File: config.mk
export PLATFORM = sky130hd
export DESIGN_NAME = tql_mul
export DESIGN_NICKNAME = d
export VERILOG_FILES = /design/src/hw/rtl/tql_pkg.sv /design/src/hw/rtl/tql_mul.sv
export SDC_FILE = /design/constraint.sdc
export NUM_CORES = 1
export LEC_CHECK = 0
export BUFFER_PORTS_ARGS = -buffer_cell sky130_fd_sc_hd__buf_2
export CAP_MARGIN = 20
export CORE_UTILIZATION = 65
export DETAILED_ROUTE_END_ITERATION = 6
export PLACE_DENSITY = 0.84
export SYNTH_ARGS = -nofsm -noshare
export SYNTH_HDL_FRONTEND = slang
export SYNTH_SLANG_ARGS = --single-unit
export TNS_END_PERCENT = 1
File: constraint.sdc
create_clock -name clk -period 7.9 [get_ports clk]
set_input_delay 0.395 -clock clk [delete_from_list [all_inputs] [get_ports clk]]
set_output_delay 0.395 -clock clk [all_outputs]
set_load 0.02 [all_outputs]
File: src/hw/rtl/tql_pkg.sv
`timescale 1ns / 1ps
// ----------------------------------------------------------------------------
// tql_pkg: shared types and constants of the Q-learning table
// Fixed-point widths, register indexes, operation codes, sequencer states
// and the Q16.16 rounding helper used by the update datapath.
// ----------------------------------------------------------------------------
package tql_pkg;

    // Fixed-point formats: values are signed Q16.16, coefficients unsigned Q0.16.
    localparam int Q_W    = 32;
    localparam int COEF_W = 16;
    localparam int FRAC_W = 16;
    // Exact width of reward + t - q and of the rounded scaled delta.
    localparam int S_W    = 34;
    // Product of an unsigned coefficient and an S_W-bit signed operand.
    localparam int PROD_W = S_W + FRAC_W;
    // Width of q + delta before saturation.
    localparam int SUM_W  = S_W + 1;

    localparam logic signed [PROD_W-1:0] ROUND_HALF = PROD_W'(32768);
    localparam logic signed [SUM_W-1:0]  Q_MAX_EXT  = SUM_W'(64'sd2147483647);
    localparam logic signed [SUM_W-1:0]  Q_MIN_EXT  = -SUM_W'(64'sd2147483648);
    localparam logic signed [Q_W-1:0]    Q_MAX      = 32'sh7fff_ffff;
    localparam logic signed [Q_W-1:0]    Q_MIN      = 32'sh8000_0000;

    // Configuration register indexes and reset values.
    localparam int REG_IDX_W = 1;
    localparam logic [REG_IDX_W-1:0] REG_LEARN_RATE = 1'b0;
    localparam logic [REG_IDX_W-1:0] REG_DISCOUNT   = 1'b1;
    localparam logic [COEF_W-1:0] LEARN_RATE_RST = 16'd6554;
    localparam logic [COEF_W-1:0] DISCOUNT_RST   = 16'd58982;

    // Operation codes of an input transaction.
    localparam logic OP_QUERY  = 1'b0;
    localparam logic OP_UPDATE = 1'b1;

    // Sequencer states.
    typedef enum logic [2:0] {
        ST_CLEAR,
        ST_IDLE,
        ST_QUERY,
        ST_UPD_RD,
        ST_UPD_SUM,
        ST_UPD_MUL,
        ST_UPD_WB
    } tql_state_t;

    // Round a Q18.32 product to Q18.16, round half up.
    function automatic logic signed [S_W-1:0] round_prod(input logic signed [PROD_W-1:0] p);
        logic signed [PROD_W-1:0] r;
        r = p + ROUND_HALF;
        return r[PROD_W-1:FRAC_W];
    endfunction

endpackage

File: src/hw/rtl/tql_mul.sv
`timescale 1ns / 1ps
// ----------------------------------------------------------------------------
// tql_mul: shared coefficient multiplier
// Multiplies an unsigned Q0.16 coefficient by a signed operand and
// registers the product. Used for both multiplies of an update.
// ----------------------------------------------------------------------------
module tql_mul (
    input  logic                               clk,
    input  logic [tql_pkg::COEF_W-1:0]         coef,
    input  logic signed [tql_pkg::S_W-1:0]     operand,
    output logic signed [tql_pkg::PROD_W-1:0]  prod
);
    import tql_pkg::*;

    logic signed [COEF_W+S_W:0] full;
    logic signed [PROD_W-1:0]   prod_reg;

    // The coefficient is zero-extended so that the product stays signed.
    assign full = $signed({1'b0, coef}) * operand;

    always_ff @(posedge clk)
    begin
        prod_reg <= full[PROD_W-1:0];
    end

    assign prod = prod_reg;

endmodule
======== After elaboration in Yosys (flattened, before gate mapping) ========
Cells that the tools add are included.
word-level totals
  register bits ........................... 50
  bits in latches ......................... 0
  memory bits (writable) .................. 0
  memory bits (read-only) ................. 0
  memories ................................ 0
operators by class
  $add $sub $neg .......................... 0
  multipliers ............................. 1
  divide/modulo/power cells ............... 0
  $lt $le $gt $ge ......................... 0
  equal/unequal tests ..................... 0
  shift operators ......................... 0
  muxes and demuxes ....................... 0
  bitwise logic cells ..................... 0
  reduce and logical (&&, ||, !) cells .... 0
operators by type and width
  cell            count
  $mul 17x34->50  1

======== Logic depth before layout (Yosys ltp) ========
Gate-level depths: netlist of run 1.
  word-level depth ........................ 1
  depth in mapped cells ................... 25
  depth with buffers taken out ............ 23

======== Least setup slack after synthesis of run 1 ========
OpenSTA, ideal clock, no wires.
  path kind ............................... input port to flip-flop
  start point ............................. input coef[8] in the netlist's numbering
  end point ............................... register prod_reg[43], in the netlist prod[43]
  library setup time ...................... 121 ps
  data arrival time ....................... 5954 ps
  path slack .............................. 1825 ps
  cell stages on the path ................. 22
  buffers on the path ..................... 2
  cells stage by stage .................... clkbuf_1 -> clkbuf_1 -> nand2_1 -> fa_1 -> inv_1 -> fa_1 -> fa_1 -> fa_1 -> fa_1 -> inv_1 -> fa_1 -> inv_1 -> ha_1 -> and4_4 -> and3_4 -> a22oi_2 -> o21ai_4 -> a41o_4 -> a41oi_4 -> o21bai_1 -> a21o_1 -> xor2_1
on the way
  cells in the longest elaborated chain, start to end .. 1
RTL lines
  item                  RTL line       source
  from (decl)           tql_mul.sv:9   input logic [tql_pkg::COEF_W-1:0] coef,
  $mul 17x34->50        tql_mul.sv:19  assign full = $signed({1'b0, coef}) * operand;
  net full[43]          tql_mul.sv:15  logic signed [COEF_W+S_W:0] full;
  to (signal assigned)  tql_mul.sv:23  prod_reg <= full[PROD_W-1:0];
  to (decl)             tql_mul.sv:16  logic signed [PROD_W-1:0] prod_reg;
The timed path passes the listed nets, and every way through them passes these cells.

======== Worst setup path after layout of run 1 ========
  start point ............................. input coef[2] in the netlist's numbering
  end point ............................... register prod_reg[48], in the netlist prod[48]
The elaborated chain is that of the path after synthesis.

==> impl_metrics.ini, run 1 <==
[detailed_routing]
ant_nets = 0
routedWlPerCell_um = 18.7
via_per_inst = 5.66
firstDrtPassIters = 5
routed_wl_um = 48300
drt_iter0_markers = 966
route.vias.total = 14605
drc = 0

[worst_setup_path]
required_ns = 8.16
cp.arrival_ns = 7.40
cp-start-kind = input pin
cp-end-kind = flop
crit_type = in2reg
cp_max_fo = 34

[die]
rows = 63
start_util_pct = 66.2
die-area_sq_um = 31000
io_pins = 101
core_sq_um = 29700
die-width_um = 176
die_h_um = 176

[clock_network]
post_cts_resized = 0
numCtsBuffers = 5
cts_sinks = 50
postCtsHoldBufs = 0
h-tree-depth = 2
post-cts-setup-buffers = 0
cts_tree = done
cts_root_buf = clkbuf_16
max-clock-path-buffers = 2
clk_pin_slew_ns = 0.08

[finish]
final_cells = 2580
nNetsFinal = 2869
area_growth_pct = 4.21
drive_gt1_share_pct = 6.30
largest_reg_flops = 50

[yosys]
async_flop_share_pct = 0
syn_inst = 2165
synth.distinct_cells = 59
netlist_area_sq_um = 19700
ys_seq_elements = 50
syn_nets = 2846
yosysSeqAreaShare_pct = 5.09
synth_edf_count = 0
ys.flop_type = dfxtp_1
ys_warn_count = 0
avgSynthCellArea_sq_um = 9.08

[grt]
gr-total-overflow = 0
track_usage_pct = 34.5
grt_pass1_wl_um = 82000
grt_antenna_before_repair = 0
grt_pass1_vias = 16833
grt_max_degree = 35

[min_path]
min_path_type = in2reg

[timing]
holdWs_ns = 0.503
timing.final.crit_share_pct = 90.4
slew_headroom_pct = 39.2
final-setup-viol-count = 0
tightest_slew_ns = 0.912
max_freq_ghz = 0.140
tns_ns = 0
drv_slew = 0
rsz0062_at_grt = false
min_period_ns = 7.14
hold_viol = 0

[placement]
dp_hpwl_um = 39000
gp_congestion = 1.00
port_buffers = 100
placed_cells = 2571

[run]
cap_violations = 0

[outcome]
outcome = completed
==> cell usage after synthesis, types with 6 or more instances <==
master | count | area [sq um]
inv_1 | 572 | 2150
fa_1 | 512 | 10200
nand2_1 | 373 | 1400
and2_1 | 193 | 1210
ha_1 | 118 | 1480
clkbuf_1 | 87 | 327
dfxtp_1 | 50 | 1000
a21oi_1 | 45 | 225
xnor2_1 | 34 | 298
a21o_1 | 22 | 165
xor2_1 | 20 | 175
o21ai_0 | 19 | 95.1
nor2_1 | 16 | 60.1
o21bai_1 | 10 | 75.1
a31oi_1 | 7 | 43.8
nand2b_1 | 7 | 43.8
and3_2 | 6 | 45.0
nand3_1 | 6 | 30.0
==> worst paths after layout <==
path                    to       start  depth (start not counted)  slack [ns]
setup / recovery  prod[48]     coef[2]                         21        0.76
hold / removal     prod[0]  operand[0]                          2        0.50
==> cells by family after synthesis <==
logic type	after synthesis	share of synthesized area, %
adder cells (fa/ha/maj)	630	59.6
multiplexers	1	0.0509
flip-flops	50	5.09
AO/OA/AOI/OAI	139	4.82
XOR/XNOR	54	2.40
AND/OR/NAND/NOR	628	15.2
buffers and inverters	663	12.9
==> area by class of cell <==
class / count / area, sq um
repair buffers: 107 / 553
clock buffers: 6 / 129
diodes: 1 / 2.50
flip-flops and latches: 50 / 1000
clock inverters: 2 / 37.5
inverters: 572 / 2150
well taps: 390 / 488
fillers: 2212 / 9220
multi-input cells: 1452 / 16100
==> worst max-delay path, stage by stage <==
cell,delay (ns)
buf_2,0.66
nand2_1,0.19
fa_1,0.56
fa_1,0.57
inv_1,0.06
fa_1,0.48
fa_1,0.52
fa_1,0.54
inv_1,0.06
fa_1,0.47
inv_1,0.04
ha_1,0.40
nand4_1,0.12
a21oi_1,0.14
a21boi_1,0.53
nand4bb_1,0.41
nand2_1,0.17
o21ai_1,0.46
a211oi_1,0.19
o22ai_1,0.23
xor2_1,0.18
==> per-layer routing <==
metal / part of all wire (%) / global-route usage [%]
met5: 0 / 0
met4: 4.3 / 15.8
met3: 9.6 / 7.30
met2: 50 / 59.3
met1: 36 / 41.8
==> cell usage in the layout, fill, tap and decap left out, types with 3 or more instances in the layout <==
cell / count
and3_2: 6
nand4_1: 5
ha_1: 118
o21ai_1: 3
clkbuf_16: 5
nor3_1: 4
nand2b_1: 7
buf_2: 100
a31oi_1: 7
nand3_1: 6
xnor2_1: 34
nor2b_1: 5
xor2_1: 20
a21o_1: 22
o21bai_1: 10
and2_1: 193
nand2_1: 373
nor2_1: 16
inv_1: 572
a21o_2: 3
o211ai_1: 3
fa_1: 512
a211oi_1: 5
buf_4: 7
o21ai_0: 19
dfxtp_1: 50
a21oi_1: 45
==> through the flow <==
step	setup WS, ns	utilization (%)	area (sq um)
after floorplan	1.83	-	19700
after global placement	0.821	68.4	20300
final	0.756	69.0	20500
after global routing	0.619	69.0	20500
after CTS	0.945	69.0	20500
after detailed placement	0.612	68.4	20300
Power of run 1 is left out: the tool's default activity adds up to more than one toggle a clock period on the data nets, which glitch-free logic cannot reach.
==> run 2: changes to the inputs <==
--- a/config.mk
+++ b/config.mk
@@ -7,6 +7,7 @@
 export LEC_CHECK = 0
 export BUFFER_PORTS_ARGS = -buffer_cell sky130_fd_sc_hd__buf_2
 export CAP_MARGIN = 20
+export CORE_ASPECT_RATIO = 0.9
 export CORE_UTILIZATION = 65
 export DETAILED_ROUTE_END_ITERATION = 6
 export PLACE_DENSITY = 0.84
==> run 2 against run 1 <==
  * Worst hold slack better by 0.010 ns
  * Sequential share of layout area barely moved
  * Global-route usage rose by 0.41 points
  * Via count about the same
  * Critical path type unchanged
  * Critical endpoint is now prod[30]
==> impl_metrics.ini, run 2 (synthesized netlist as in run 1, its figures left out) <==
[detailed_routing]
via_per_inst = 5.65
routedWlPerCell_um = 18.8
drc = 0
ant_nets = 0
drt_iter0_markers = 1179
routed_wl_um = 48700
route.vias.total = 14609
firstDrtPassIters = 5

[die]
rows = 60
core_sq_um = 29800
die_h_um = 167
die-width_um = 185
io_pins = 101
start_util_pct = 66.0
die-area_sq_um = 31000

[worst_setup_path]
cp-start-kind = input pin
worstSetupStartpoint = coef[2]
timing.critical_path.buf_inv = 4
crit_type = in2reg
crit_path_frequent_cell = fa_1
cp_max_fo = 34
critPathMaxStageDelay_ns = 0.65
crit_chain = buf_2 > nand2_1 > fa_1 > fa_1 > fa_1 > fa_1 > inv_1 > fa_1 > inv_1 > fa_1 > inv_1 > ha_1 > nand4_1 > a21oi_1 > a21boi_1 > o21ai_0 > a21boi_0 > o21ai_0 > a21oi_1 > mux2i_1 > o311ai_0
cp.arrival_ns = 7.35
required_ns = 8.03
critical_path.slowest_cell = buf_2
cp_top_family = adder cells
cp-end-kind = flop

[finish]
drive_gt1_share_pct = 6.14
area_growth_pct = 4.25
fin_util_pct = 68.8
largest_reg_flops = 50
fillers = 2242
mostFrequentLayoutCells = inv_1, fa_1, nand2_1
insertedDiodeCount = 0
nNetsFinal = 2864
final_common_cell = inv_1

[grt]
grt_max_degree = 35
grt_pass1_vias = 16417
grt_antenna_before_repair = 0
gr-total-overflow = 0
grt_pass1_wl_um = 82500
track_usage_pct = 34.9

[placement]
gp_congestion = 0.993
port_buffers = 100
dp_hpwl_um = 38500

[clock_network]
post_cts_resized = 0
clk_pin_slew_ns = 0.08
numCtsBuffers = 5
cts_tree = done
cts_sinks = 50
h-tree-depth = 2
max-clock-path-buffers = 2
postCtsHoldBufs = 0
post-cts-setup-buffers = 0
cts_root_buf = clkbuf_16

[min_path]
hold_start = operand[0]
min_path_type = in2reg

[timing]
rsz0062_at_grt = false
hold_viol = 0
drv_slew = 0
max_freq_ghz = 0.139
min_period_ns = 7.22
final-setup-viol-count = 0
tightest_slew_ns = 0.927
slew_headroom_pct = 38.2
timing.final.crit_share_pct = 91.4
tns_ns = 0

[run]
cap_violations = 0

[outcome]
outcome = completed
==> run 2: routing by layer <==
layer / share of wire, % / routed length (um) / vias up / track usage [%]
met5: 0 / 0 / - / 0
met3: 10 / 5070 / 166 / 8.44
li1: - / - / 6233 / -
met4: 3.8 / 1860 / 0 / 13.7
met1: 38 / 18400 / 7383 / 45.7
met2: 48 / 23400 / 827 / 56.2
==> run 2: worst paths after layout <==
check | cells after the start | endpoint
setup / recovery | 21 | prod[30]
hold / removal | 2 | prod[0]
==> run 2: final cells by class <==
| cell class | count | area [sq um] | area share, % |
|---|---|---|---|
| repair buffers | 102 | 515 | 2.51 |
| clock inverters | 2 | 60.1 | 0.293 |
| flip-flops and latches | 50 | 1000 | 4.88 |
| clock buffers | 6 | 139 | 0.677 |
| inverters | 572 | 2150 | 10.5 |
| multi-input cells | 1452 | 16100 | 78.7 |
| well taps | 403 | 504 | 2.46 |
==> run 2: per-stage QoR <==
step | instance area (sq um) | cells | setup WS, ns | hold WS [ns]
detailed placement | 20300 | 2579 | 0.581 | 0.810
global placement | 20300 | 2579 | 0.695 | 0.810
finish | 20500 | 2587 | 0.682 | 0.514
global route | 20500 | 2587 | 0.564 | 0.528
floorplan | 19700 | 2165 | 1.83 | 0.517
CTS | 20500 | 2587 | 0.924 | 0.506
Power of run 2 is left out for the same reason.
